--- src/hdl/ccs_pkg.sv ---
`default_nettype none
package ccs_pkg;

  localparam logic [7:0] CH_DQUOTE = 8'h22;
  localparam logic [7:0] CH_SQUOTE = 8'h27;
  localparam logic [7:0] CH_SLASH  = 8'h2F;
  localparam logic [7:0] CH_STAR   = 8'h2A;
  localparam logic [7:0] CH_NL     = 8'h0A;
  localparam logic [7:0] CH_BSLASH = 8'h5C;

  localparam int QDepth = 2;
  localparam int QPtrW  = $clog2(QDepth);
  localparam int QCntW  = $clog2(QDepth + 1);

  typedef enum logic [3:0] {
    ST_NORMAL    = 4'd0,
    ST_SLASH     = 4'd1,
    ST_BLOCK     = 4'd2,
    ST_BLOCKSTAR = 4'd3,
    ST_LINE      = 4'd4,
    ST_STR       = 4'd5,
    ST_STR_ESC   = 4'd6,
    ST_CHR       = 4'd7,
    ST_CHR_ESC   = 4'd8
  } scan_t;

  // results caused by one input byte: one or two output beats
  typedef struct packed {
    logic       two;
    logic [7:0] b0;
    logic       v0;
    logic [7:0] b1;
    logic       last;
  } ccs_entry_t;

  typedef struct packed {
    logic       valid;
    ccs_entry_t entry;
  } ccs_push_t;

  typedef struct packed {
    logic       valid;
    ccs_entry_t entry;
  } ccs_head_t;

endpackage
`default_nettype wire

--- src/hdl/ccs_front.sv ---
`default_nettype none
module ccs_front (
  input  wire logic          clk,
  input  wire logic          rst_n,
  input  wire logic          in_valid,
  output logic               in_ready,
  input  wire logic [7:0]    in_byte,
  input  wire logic          in_end_of_text,
  input  wire logic          q_full,
  output ccs_pkg::ccs_push_t push
);
  import ccs_pkg::*;

  scan_t      state_r;
  scan_t      state_nxt;
  logic [1:0] cnt;
  logic       accept;
  ccs_entry_t ent;

  assign in_ready = !q_full;
  assign accept   = in_valid && in_ready;

  always_comb begin
    state_nxt = state_r;
    cnt       = 2'd0;
    ent.two   = 1'b0;
    ent.b0    = '0;
    ent.v0    = 1'b1;
    ent.b1    = '0;
    ent.last  = in_end_of_text;
    unique case (state_r)
      ST_SLASH: begin
        if (in_byte == CH_STAR) begin
          state_nxt = ST_BLOCK;
        end else if (in_byte == CH_SLASH) begin
          state_nxt = ST_LINE;
        end else begin
          // release the held slash ahead of this byte
          cnt    = 2'd2;
          ent.b0 = CH_SLASH;
          ent.b1 = in_byte;
          if (in_byte == CH_DQUOTE) begin
            state_nxt = ST_STR;
          end else if (in_byte == CH_SQUOTE) begin
            state_nxt = ST_CHR;
          end else begin
            state_nxt = ST_NORMAL;
          end
        end
      end
      ST_BLOCK: begin
        if (in_byte == CH_STAR) state_nxt = ST_BLOCKSTAR;
      end
      ST_BLOCKSTAR: begin
        if (in_byte == CH_SLASH) begin
          state_nxt = ST_NORMAL;
        end else if (in_byte != CH_STAR) begin
          state_nxt = ST_BLOCK;
        end
      end
      ST_LINE: begin
        if (in_byte == CH_NL) begin
          cnt       = 2'd1;
          ent.b0    = in_byte;
          state_nxt = ST_NORMAL;
        end
      end
      ST_STR: begin
        cnt    = 2'd1;
        ent.b0 = in_byte;
        if (in_byte == CH_BSLASH) begin
          state_nxt = ST_STR_ESC;
        end else if (in_byte == CH_DQUOTE) begin
          state_nxt = ST_NORMAL;
        end
      end
      ST_STR_ESC: begin
        cnt       = 2'd1;
        ent.b0    = in_byte;
        state_nxt = ST_STR;
      end
      ST_CHR: begin
        cnt    = 2'd1;
        ent.b0 = in_byte;
        if (in_byte == CH_BSLASH) begin
          state_nxt = ST_CHR_ESC;
        end else if (in_byte == CH_SQUOTE) begin
          state_nxt = ST_NORMAL;
        end
      end
      ST_CHR_ESC: begin
        cnt       = 2'd1;
        ent.b0    = in_byte;
        state_nxt = ST_CHR;
      end
      default: begin
        if (in_byte == CH_SLASH) begin
          state_nxt = ST_SLASH;
        end else begin
          cnt    = 2'd1;
          ent.b0 = in_byte;
          if (in_byte == CH_DQUOTE) begin
            state_nxt = ST_STR;
          end else if (in_byte == CH_SQUOTE) begin
            state_nxt = ST_CHR;
          end else begin
            state_nxt = ST_NORMAL;
          end
        end
      end
    endcase

    if (in_end_of_text) begin
      // a held slash can only come with no other result
      if (state_nxt == ST_SLASH) begin
        cnt    = 2'd1;
        ent.b0 = CH_SLASH;
      end
      // bare end marker
      if (cnt == 2'd0) begin
        cnt    = 2'd1;
        ent.b0 = '0;
        ent.v0 = 1'b0;
      end
      state_nxt = ST_NORMAL;
    end
    ent.two = (cnt == 2'd2);
  end

  assign push.valid = accept && (cnt != 2'd0);
  assign push.entry = ent;

  always_ff @(posedge clk) begin
    if (!rst_n) begin
      state_r <= ST_NORMAL;
    end else if (accept) begin
      state_r <= state_nxt;
    end
  end

endmodule
`default_nettype wire

--- src/hdl/ccs_queue.sv ---
`default_nettype none
module ccs_queue (
  input  wire logic          clk,
  input  wire logic          rst_n,
  input  wire ccs_pkg::ccs_push_t push,
  output logic               q_full,
  output ccs_pkg::ccs_head_t head,
  input  wire logic          pop
);
  import ccs_pkg::*;

  ccs_entry_t             mem_r [QDepth];
  logic [QPtrW-1:0]       wptr_r;
  logic [QPtrW-1:0]       rptr_r;
  logic [QCntW-1:0]       cnt_r;
  logic                   do_push;
  logic                   do_pop;

  assign q_full     = (cnt_r == QCntW'(QDepth));
  assign head.valid = (cnt_r != '0);
  assign head.entry = mem_r[rptr_r];
  assign do_push    = push.valid && !q_full;
  assign do_pop     = pop && head.valid;

  always_ff @(posedge clk) begin
    if (do_push) mem_r[wptr_r] <= push.entry;
  end

  always_ff @(posedge clk) begin
    if (!rst_n) begin
      wptr_r <= '0;
      rptr_r <= '0;
      cnt_r  <= '0;
    end else begin
      if (do_push) wptr_r <= (wptr_r == QPtrW'(QDepth - 1)) ? '0 : wptr_r + 1'b1;
      if (do_pop)  rptr_r <= (rptr_r == QPtrW'(QDepth - 1)) ? '0 : rptr_r + 1'b1;
      if (do_push && !do_pop) begin
        cnt_r <= cnt_r + 1'b1;
      end else if (do_pop && !do_push) begin
        cnt_r <= cnt_r - 1'b1;
      end
    end
  end

endmodule
`default_nettype wire

--- src/hdl/ccs_back.sv ---
`default_nettype none
module ccs_back (
  input  wire logic          clk,
  input  wire logic          rst_n,
  input  wire ccs_pkg::ccs_head_t head,
  output logic               pop,
  output logic               out_valid,
  input  wire logic          out_ready,
  output logic [7:0]         out_byte,
  output logic               out_byte_valid,
  output logic               out_last_result
);
  import ccs_pkg::*;

  logic       out_valid_r;
  logic [7:0] byte_r;
  logic       bvalid_r;
  logic       last_r;
  logic       half_r;
  logic       load;
  logic       take;

  // output register refills whenever it is empty or being drained
  assign load = !out_valid_r || out_ready;
  assign take = load && head.valid;
  assign pop  = take && (half_r || !head.entry.two);

  always_ff @(posedge clk) begin
    if (!rst_n) begin
      out_valid_r <= 1'b0;
      half_r      <= 1'b0;
    end else if (load) begin
      out_valid_r <= head.valid;
      if (take) half_r <= head.entry.two && !half_r;
    end
  end

  always_ff @(posedge clk) begin
    if (take) begin
      if (half_r) begin
        byte_r   <= head.entry.b1;
        bvalid_r <= 1'b1;
        last_r   <= head.entry.last;
      end else begin
        byte_r   <= head.entry.b0;
        bvalid_r <= head.entry.v0;
        last_r   <= head.entry.last && !head.entry.two;
      end
    end
  end

  assign out_valid       = out_valid_r;
  assign out_byte        = byte_r;
  assign out_byte_valid  = bvalid_r;
  assign out_last_result = last_r;

endmodule
`default_nettype wire

--- src/hdl/c_comment_stripper_unit.sv ---
`default_nettype none
// channel   ports                                  direction
// in        in_valid/in_ready, in_byte,            input, one source byte a beat
//           in_end_of_text
// out       out_valid/out_ready, out_byte,         output, one kept byte or end marker
//           out_byte_valid, out_last_result
//
// one input byte per cycle; a byte that releases a held slash yields two output
// beats, and the output register drains one beat per cycle from a 2-entry queue.
// an accepted byte's result is written into the queue, then loaded into the output register.
// rst_n (synchronous) returns the scanner to normal code and empties the queue.
// in_ready drops only while the queue is full; out_ready low stalls the back end.
module c_comment_stripper_unit (
  input  wire logic       clk,
  input  wire logic       rst_n,
  input  wire logic       in_valid,
  output logic            in_ready,
  input  wire logic [7:0] in_byte,
  input  wire logic       in_end_of_text,
  output logic            out_valid,
  input  wire logic       out_ready,
  output logic [7:0]      out_byte,
  output logic            out_byte_valid,
  output logic            out_last_result
);
  import ccs_pkg::*;

  ccs_push_t push;
  ccs_head_t head;
  logic      q_full;
  logic      pop;

  ccs_front u_front (
    .clk            (clk),
    .rst_n          (rst_n),
    .in_valid       (in_valid),
    .in_ready       (in_ready),
    .in_byte        (in_byte),
    .in_end_of_text (in_end_of_text),
    .q_full         (q_full),
    .push           (push)
  );

  ccs_queue u_queue (
    .clk    (clk),
    .rst_n  (rst_n),
    .push   (push),
    .q_full (q_full),
    .head   (head),
    .pop    (pop)
  );

  ccs_back u_back (
    .clk             (clk),
    .rst_n           (rst_n),
    .head            (head),
    .pop             (pop),
    .out_valid       (out_valid),
    .out_ready       (out_ready),
    .out_byte        (out_byte),
    .out_byte_valid  (out_byte_valid),
    .out_last_result (out_last_result)
  );

endmodule
`default_nettype wire

--- config.mk ---
export PLATFORM = sky130hd
export DESIGN_NAME = c_comment_stripper_unit
export DESIGN_NICKNAME = d
export VERILOG_FILES = /design/src/hdl/ccs_pkg.sv /design/src/hdl/ccs_front.sv /design/src/hdl/ccs_queue.sv /design/src/hdl/ccs_back.sv /design/src/hdl/c_comment_stripper_unit.sv
export SDC_FILE = /design/constraint.sdc
export NUM_CORES = 1
export LEC_CHECK = 0
export BUFFER_PORTS_ARGS = -buffer_cell sky130_fd_sc_hd__buf_2
export CAP_MARGIN = 20
export CELL_PAD_IN_SITES_DETAIL_PLACEMENT = 0
export CELL_PAD_IN_SITES_GLOBAL_PLACEMENT = 1
export CORE_MARGIN = 3
export CORE_UTILIZATION = 44
export DETAILED_ROUTE_END_ITERATION = 16
export PLACE_DENSITY = 0.84
export REMOVE_ABC_BUFFERS = 1
export SYNTH_ARGS = -nofsm -noshare
export SYNTH_HDL_FRONTEND = slang
export SYNTH_SLANG_ARGS = --single-unit
--- constraint.sdc ---
create_clock -name clk -period 2.46 [get_ports clk]
set_input_delay 0.246 -clock clk [delete_from_list [all_inputs] [get_ports clk]]
set_output_delay 0.246 -clock clk [all_outputs]
set_load 0.005 [all_outputs]
=== After elaboration in Yosys (flattened, before gate mapping) ===
Memories as Yosys holds them, arrays and structs flattened. A register that Yosys moved wholly into a read port is not among the register bits.
Index checks and enable logic that the tools add are counted.

* Register bits after elaboration: 20
* Memory bits (writable): 38
* Input port bits: 13
* Output and inout port bits: 12
* Word-level logic and storage cells: 101
* Memories kept: 1

* Add/subtract/negate cells: 4
* Eq/ne operators: 18
* Multiplexer cells: 44
* Reduce and logical (&&, ||, !) cells: 25

{| class="wikitable"
|+ Memories
! memory !! words !! bits a word !! read ports !! clocked after memory_dff !! write ports !! RTL line !! text
|-
| u_queue.mem_r || 2 || 19 || 1 || 1 || 1 || ccs_queue.sv:12 || <nowiki>ccs_entry_t mem_r [QDepth];</nowiki>
|}

{| class="wikitable"
|+ Operators with widths
! operator !! count
|-
| 2-to-1 mux 8 bit || 7
|-
| 2-to-1 mux 4 bit || 13
|-
| equality test 8 x 6 -> 1 bit (second input constant) || 4
|-
| case mux 4 bit (8 select lines) || 1
|-
| case mux 8 bit (4 select lines) || 1
|-
| 2-to-1 mux 9 bit || 2
|-
| equality test 4 x 3 -> 1 bit (second input constant) || 4
|-
| 2-to-1 mux 2 bit || 8
|-
| logical AND 1 bit || 10
|-
| 2-to-1 mux 1 bit || 9
|-
| equality test 4 x 1 -> 1 bit (second input constant) || 2
|-
| equality test 4 x 2 -> 1 bit (second input constant) || 2
|-
| equality test 8 x 4 -> 1 bit (second input constant) || 1
|-
| equality test 8 x 7 -> 1 bit (second input constant) || 1
|-
| != test 8 x 6 -> 1 bit (second input constant) || 1
|-
| case mux 2 bit (4 select lines) || 1
|-
| logical NOT 1 bit || 6
|-
| 2-to-1 mux 6 bit || 1
|-
| nonzero test 2 bit || 3
|-
| equality test 2 bit (second input constant) || 2
|-
| equality test 4 bit (second input constant) || 1
|-
| OR reduction 4 bit || 1
|-
| 2-to-1 mux 3 bit || 1
|-
| adder 1 bit (second input constant) || 2
|-
| other kinds (6) || 7
|}

=== Depth between registers and ports, before layout ===
* Depth in word-level cells: 19
* Mapped depth: 11
* Mapped depth without buffers: 9

=== By module ===
A second synthesis with hierarchy kept.

* Cells, all modules: 236
* Area, all modules: 2985.4 µm²

{| class="wikitable"
|+ Modules (own cells, without submodules)
! module !! times used !! cells each !! area each (µm²) !! sequential area each (µm²)
|-
| ccs_queue || 1 || 84 || 1604.0 || 1241.2
|-
| ccs_front || 1 || 119 || 842.1 || 80.1
|-
| ccs_back || 1 || 33 || 539.3 || 340.3
|}

=== Worst setup path after synthesis ===
Ideal clock, no wire load.

* Kind: register to register
* From: register u_front.state_r[0]
* To: register u_queue.cnt_r[1]
* Arrival time: 2283 ps
* Required time: 2384 ps
* Slack: 102 ps
* Stages on the path, launching flop included: 11
* Buffers on the path: 2
* Period minus slack after synthesis: 2358 ps
* Cell sequence: dfxtp_1 > buf_6 > nor3_2 > or3b_1 > buf_6 > o31a_1 > o21bai_2 > inv_1 > ha_1 > or3_1 > a21boi_0

* Longest elaborated chain between the ends: 15
* Elaborated cells between the ends (all ways): 34
* Classes of those cells: eq/ne: 9; mux: 15; reduce/logical: 10

{| class="wikitable"
|+ RTL lines
! element !! RTL line !! text
|-
| start, declared || ccs_front.sv:14 || <nowiki>scan_t state_r;</nowiki>
|-
| start signal, assigned || ccs_front.sv:137 || <nowiki>state_r <= state_nxt;</nowiki>
|-
| 2-to-1 mux 4 bit, on equally long branches || ccs_front.sv:87, ccs_front.sv:57, ccs_front.sv:73 ||
|-
| 2-to-1 mux 4 bit, on equally long branches || ccs_front.sv:85, ccs_front.sv:55, ccs_front.sv:71 ||
|-
| case mux 4 bit (8 select lines) || ccs_front.sv:31 || <nowiki>unique case (state_r)</nowiki>
|-
| equality test 4 x 1 -> 1 bit || ccs_front.sv:115 || <nowiki>if (state_nxt == ST_SLASH) begin</nowiki>
|-
| 2-to-1 mux 2 bit || ccs_front.sv:115 ||
|-
| 2-to-1 mux 2 bit || ccs_front.sv:113 || <nowiki>if (in_end_of_text) begin</nowiki>
|-
| logical NOT 2 bit || ccs_front.sv:120 || <nowiki>if (cnt == 2'd0) begin</nowiki>
|-
| 2-to-1 mux 2 bit || ccs_front.sv:120 ||
|-
| 2-to-1 mux 2 bit (*) || ccs_front.sv:113 ||
|-
| nonzero test 2 bit (*) || ccs_front.sv:130 || <nowiki>assign push.valid = accept && (cnt != 2'd0);</nowiki>
|-
| logical AND 1 bit (*) || ccs_front.sv:130 ||
|-
| logical AND 1 bit (*) || ccs_queue.sv:22 || <nowiki>assign do_push = push.valid && !q_full;</nowiki>
|-
| named net u_queue.do_push || ccs_queue.sv:16 || <nowiki>logic do_push;</nowiki>
|-
| logical NOT 1 bit || ccs_queue.sv:39 || <nowiki>end else if (do_pop && !do_push) begin</nowiki>
|-
| logical AND 1 bit || ccs_queue.sv:39 ||
|-
| nonzero test 2 bit (no source line) || - ||
|-
| end signal, assigned || ccs_queue.sv:38 || <nowiki>cnt_r <= cnt_r + 1'b1;</nowiki>
|-
| end signal, assigned || ccs_queue.sv:40 || <nowiki>cnt_r <= cnt_r - 1'b1;</nowiki>
|-
| end, declared || ccs_queue.sv:15 || <nowiki>logic [QCntW-1:0] cnt_r;</nowiki>
|}

The timed path passes the listed nets; every way through them passes the cells marked *. The select of a mux whose other input is x is not followed.
A chain may end at the register's enable or synchronous reset.

=== Worst setup path in the final report ===
* From: register u_front.state_r[3]
* To: register u_queue.cnt_r[1]

The elaborated chain is that of the path after synthesis.

==> flow_summary_export.csv <==
group,metric,value,unit
status,status,"finished, final reports clean",
grt,grt_pass1_wl,8707,µm
min_path,timing.hold.worst.class,"input port to register",
timing,maxSlewHeadroom,58.26,%
cells_and_area,most_frequent_standard_cell_in_the_layout_excluding_fill_and_tap_cells,"sky130_fd_sc_hd__edfxtp_1",
yosys,synthesis.area_per_instance,13.35,µm²
timing,min_period_over_period,94.41,%
clock_tree,ctsHtreeMaxLevel,3,
critical_path,r2r-start,"u_front.state_r[3]$_SDFFE_PN0P_",
clock_tree,ctsRootBufferMaster,"sky130_fd_sc_hd__clkbuf_8",
cells_and_area,syn_to_final_growth,18.66,%
critical_path,r2r_slack,140,ps
critical_path,timing.critical_path.to,"u_queue.cnt_r[1]$_SDFFE_PN0P_",
placed_design,io_buffers,24,
routing,firstDrtPassIters,4,
grt,grt_antenna_before_repair,0,
yosys,synth-seq-area-share,59.00,%
floorplanning,dieHeight,86.01,µm
pwr,power.density_cell_area,902.2,nW/µm²
timing,finalSetupViolCount,0,
timing,final.setup.worst_slack,137.5,ps
critical_path,worstSetupStartpoint,"u_front.state_r[3]$_SDFFE_PN0P_",
cells_and_area,diodes,0,
routing,routed_wl,5230,µm
clock_tree,clk_path_buf_depth,2,
floorplanning,ioPinCount,25,
pwr,power.static_leakage,1.232,nW
yosys,synthArstFlopShare,0,%
yosys,synth-seq-cells,59,
critical_path,cp-end-kind,"register",
floorplanning,die_area,7397,µm²
yosys,postSynthCellCount,211,
critical_path,worst-endpoint-required,2720,ps
floorplanning,floorplan.initialDensity,46.47,%
yosys,yosysWarningCount,0,
placed_design,dpl.cell_count,314,
placed_design,dp_hpwl,3702,µm
timing,report.final.slew_viol_count,0,
clock_tree,cts_tree,"yes",
timing,worst_pin_slew,619.5,ps
pwr,max-vdd-ir-drop,483.5,µV
timing,hold_viol,0,
placed_design,gp_congestion,0.9510,
cells_and_area,drive_above_1_share,32.55,%
grt,grt_remaining_overflow,0,
grt,global_route.usage.total,15.33,%
routing,route.vias.total,1847,
grt,largest_net_degree_at_the_start_of_global_routing,20,
grt,via_count_of_the_first_global_routing_pass,1799,
clock_tree,cts_inserted_buffers,9,
yosys,mappedNetlistArea,2816,µm²
routing,drc,0,
yosys,synth_edf_count,48,
critical_path,critical_path.startpoint_type,"register",
timing,clock_skew,10.29,ps
routing,drt_first_iter_violations,111,
floorplanning,core-area,6061,µm²
critical_path,r2r_cells,8,
yosys,number_of_distinct_library_cell_variants_in_the_gate_level_netlist_after_synthesis,59,
job,drv.max_cap_violation_count,0,
floorplanning,dieWidth,86.01,µm
routing,wire_per_inst,15.85,µm
clock_tree,numClockSinks,59,
critical_path,crit_arrival,2580,ps
cells_and_area,nets,264,
critical_path,setup.worst_path.class,"register to register",
clock_tree,clk-insertion-delay-late,330,ps
routing,post_route_antenna_net_violation_count,0,
min_path,min_delay_path_depth,2,
cells_and_area,layoutNonFillerInstCount,330,
yosys,main_synth_ff_type,"sky130_fd_sc_hd__edfxtp_1",
timing,unrepaired_setup_endpoints_after_global_routing,"false",
placed_design,dp_slack,105.3,ps
timing,min_period,2323,ps
critical_path,critical_path_peak_fanout,8,
floorplanning,rows,28,
routing,via_per_inst,5.597,
clock_tree,clk_transition_reported_paths,60,ps
timing,fmax,430.6,MHz
cells_and_area,layout_common_cells,"sky130_fd_sc_hd__edfxtp_1, sky130_fd_sc_hd__buf_2, sky130_fd_sc_hd__and2_1, sky130_fd_sc_hd__buf_4, sky130_fd_sc_hd__nand2_1",
critical_path,critical_path.reg2reg.endpoint,"u_queue.cnt_r[1]$_SDFFE_PN0P_",
## synth_stat cells, drive strengths merged (6+ instances only)
master / instances / area share [%]
and2: 21 / 4.8
buf: 7 / 1.8
clkbuf: 6 / 0.80
dfxtp: 11 / 7.8
edfxtp: 48 / 51
mux4: 8 / 6.4
nand2: 14 / 1.9
nand3: 7 / 1.2
nor2: 8 / 1.2
nor2b: 8 / 1.8
o21ai: 7 / 1.2
## per-layer routing
layer  global-route usage [%]  wire length, µm  vias up
met5                        0                0        -
met4                    7.194              102        0
met3                    4.227              207       10
met2                    25.16             2629       40
met1                    18.68             2291      911
li1                         -                -      886
## final cells by class
| type | instances | area [µm²] |
|---|---|---|
| Clock inverter | 7 | 68.82 |
| Sequential cell | 59 | 1665 |
| Tap cell | 75 | 93.84 |
| Multi-Input combinational cell | 136 | 1106 |
| Inverter | 3 | 11.26 |
| Clock buffer | 9 | 123.9 |
| Timing Repair Buffer | 41 | 272.8 |
| Fill cell | 506 | 2719 |
## worst min path at each step
stage | from | slack (ps) | to
after CTS | rst_n | 230 | u_queue.wptr_r$_SDFFE_PN0P_
final | rst_n | 250 | u_queue.wptr_r$_SDFFE_PN0P_
after floorplan | in_end_of_text | 340 | u_queue.mem_r[0][0]$_DFFE_PP_
after global routing | rst_n | 250 | u_back.half_r$_SDFFE_PN0P_
after global placement | u_queue.mem_r[1][9]$_DFFE_PP_ | 510 | u_back.out_byte_valid$_SDFFCE_PP1P_
after detailed placement | u_queue.cnt_r[1]$_SDFFE_PN0P_ | 530 | u_queue.cnt_r[1]$_SDFFE_PN0P_
## critical path, stage by stage (launching register included)
cell	delay (ps)
sky130_fd_sc_hd__dfxtp_1	400
sky130_fd_sc_hd__or4b_1	570
sky130_fd_sc_hd__a41oi_2	210
sky130_fd_sc_hd__o31a_1	180
sky130_fd_sc_hd__o21bai_2	90
sky130_fd_sc_hd__inv_1	110
sky130_fd_sc_hd__ha_4	210
sky130_fd_sc_hd__or3_1	360
sky130_fd_sc_hd__a21boi_1	130
## flip-flops by register name (all words and copies together), names as in the netlist, named ones only
signal	flops
u_back.half_r	1
u_back.out_byte	8
u_back.out_byte_valid	1
u_back.out_last_result	1
u_back.out_valid	1
u_front.state_r	4
u_queue.cnt_r	2
u_queue.mem_r	38
u_queue.rptr_r	1
u_queue.wptr_r	1
## timing repair
| item | CTS | global route |
|---|---|---|
| hold buffers | 0 | 0 |
| setup endpoints to repair | 0 | 1 |
| endpoints found under the hold margin | 0 | 0 |
| resized for setup | 0 | 10 |
| setup buffers | 0 | 0 |
## report_power, final
part / leakage [nW] / switching [mW] / internal [mW]
sequential: 0.540 / 0.0655 / 1.34
clock: 0.0966 / 0.377 / 0.463
combinational: 0.596 / 0.380 / 0.387
total: 1.23 / 0.822 / 2.19
## cells by family after synthesis
family	Yosys count	share of synthesized area (%)
AND/OR/NAND/NOR	86	19.33
flip-flops	59	59.00
AO/OA/AOI/OAI	34	9.552
buffers and inverters	16	2.976
multiplexers	11	7.463
XOR/XNOR	4	1.244
adder cells (fa/ha/maj)	1	0.4442
## through the flow
step,setup TNS (ps),total power [mW],hold slack (ps),util [%],instance area [µm²]
after floorplan,-7865,1.891,344.9,-,2744
after global placement,0,2.154,514.6,51.32,3110
after detailed placement,0,2.190,529.6,51.32,3110
after CTS,0,3.032,232.5,54.50,3303
after global routing,0,3.189,252.1,55.14,3342
final,0,3.015,245.7,55.14,3342
Power figures use the tool's default switching activity.
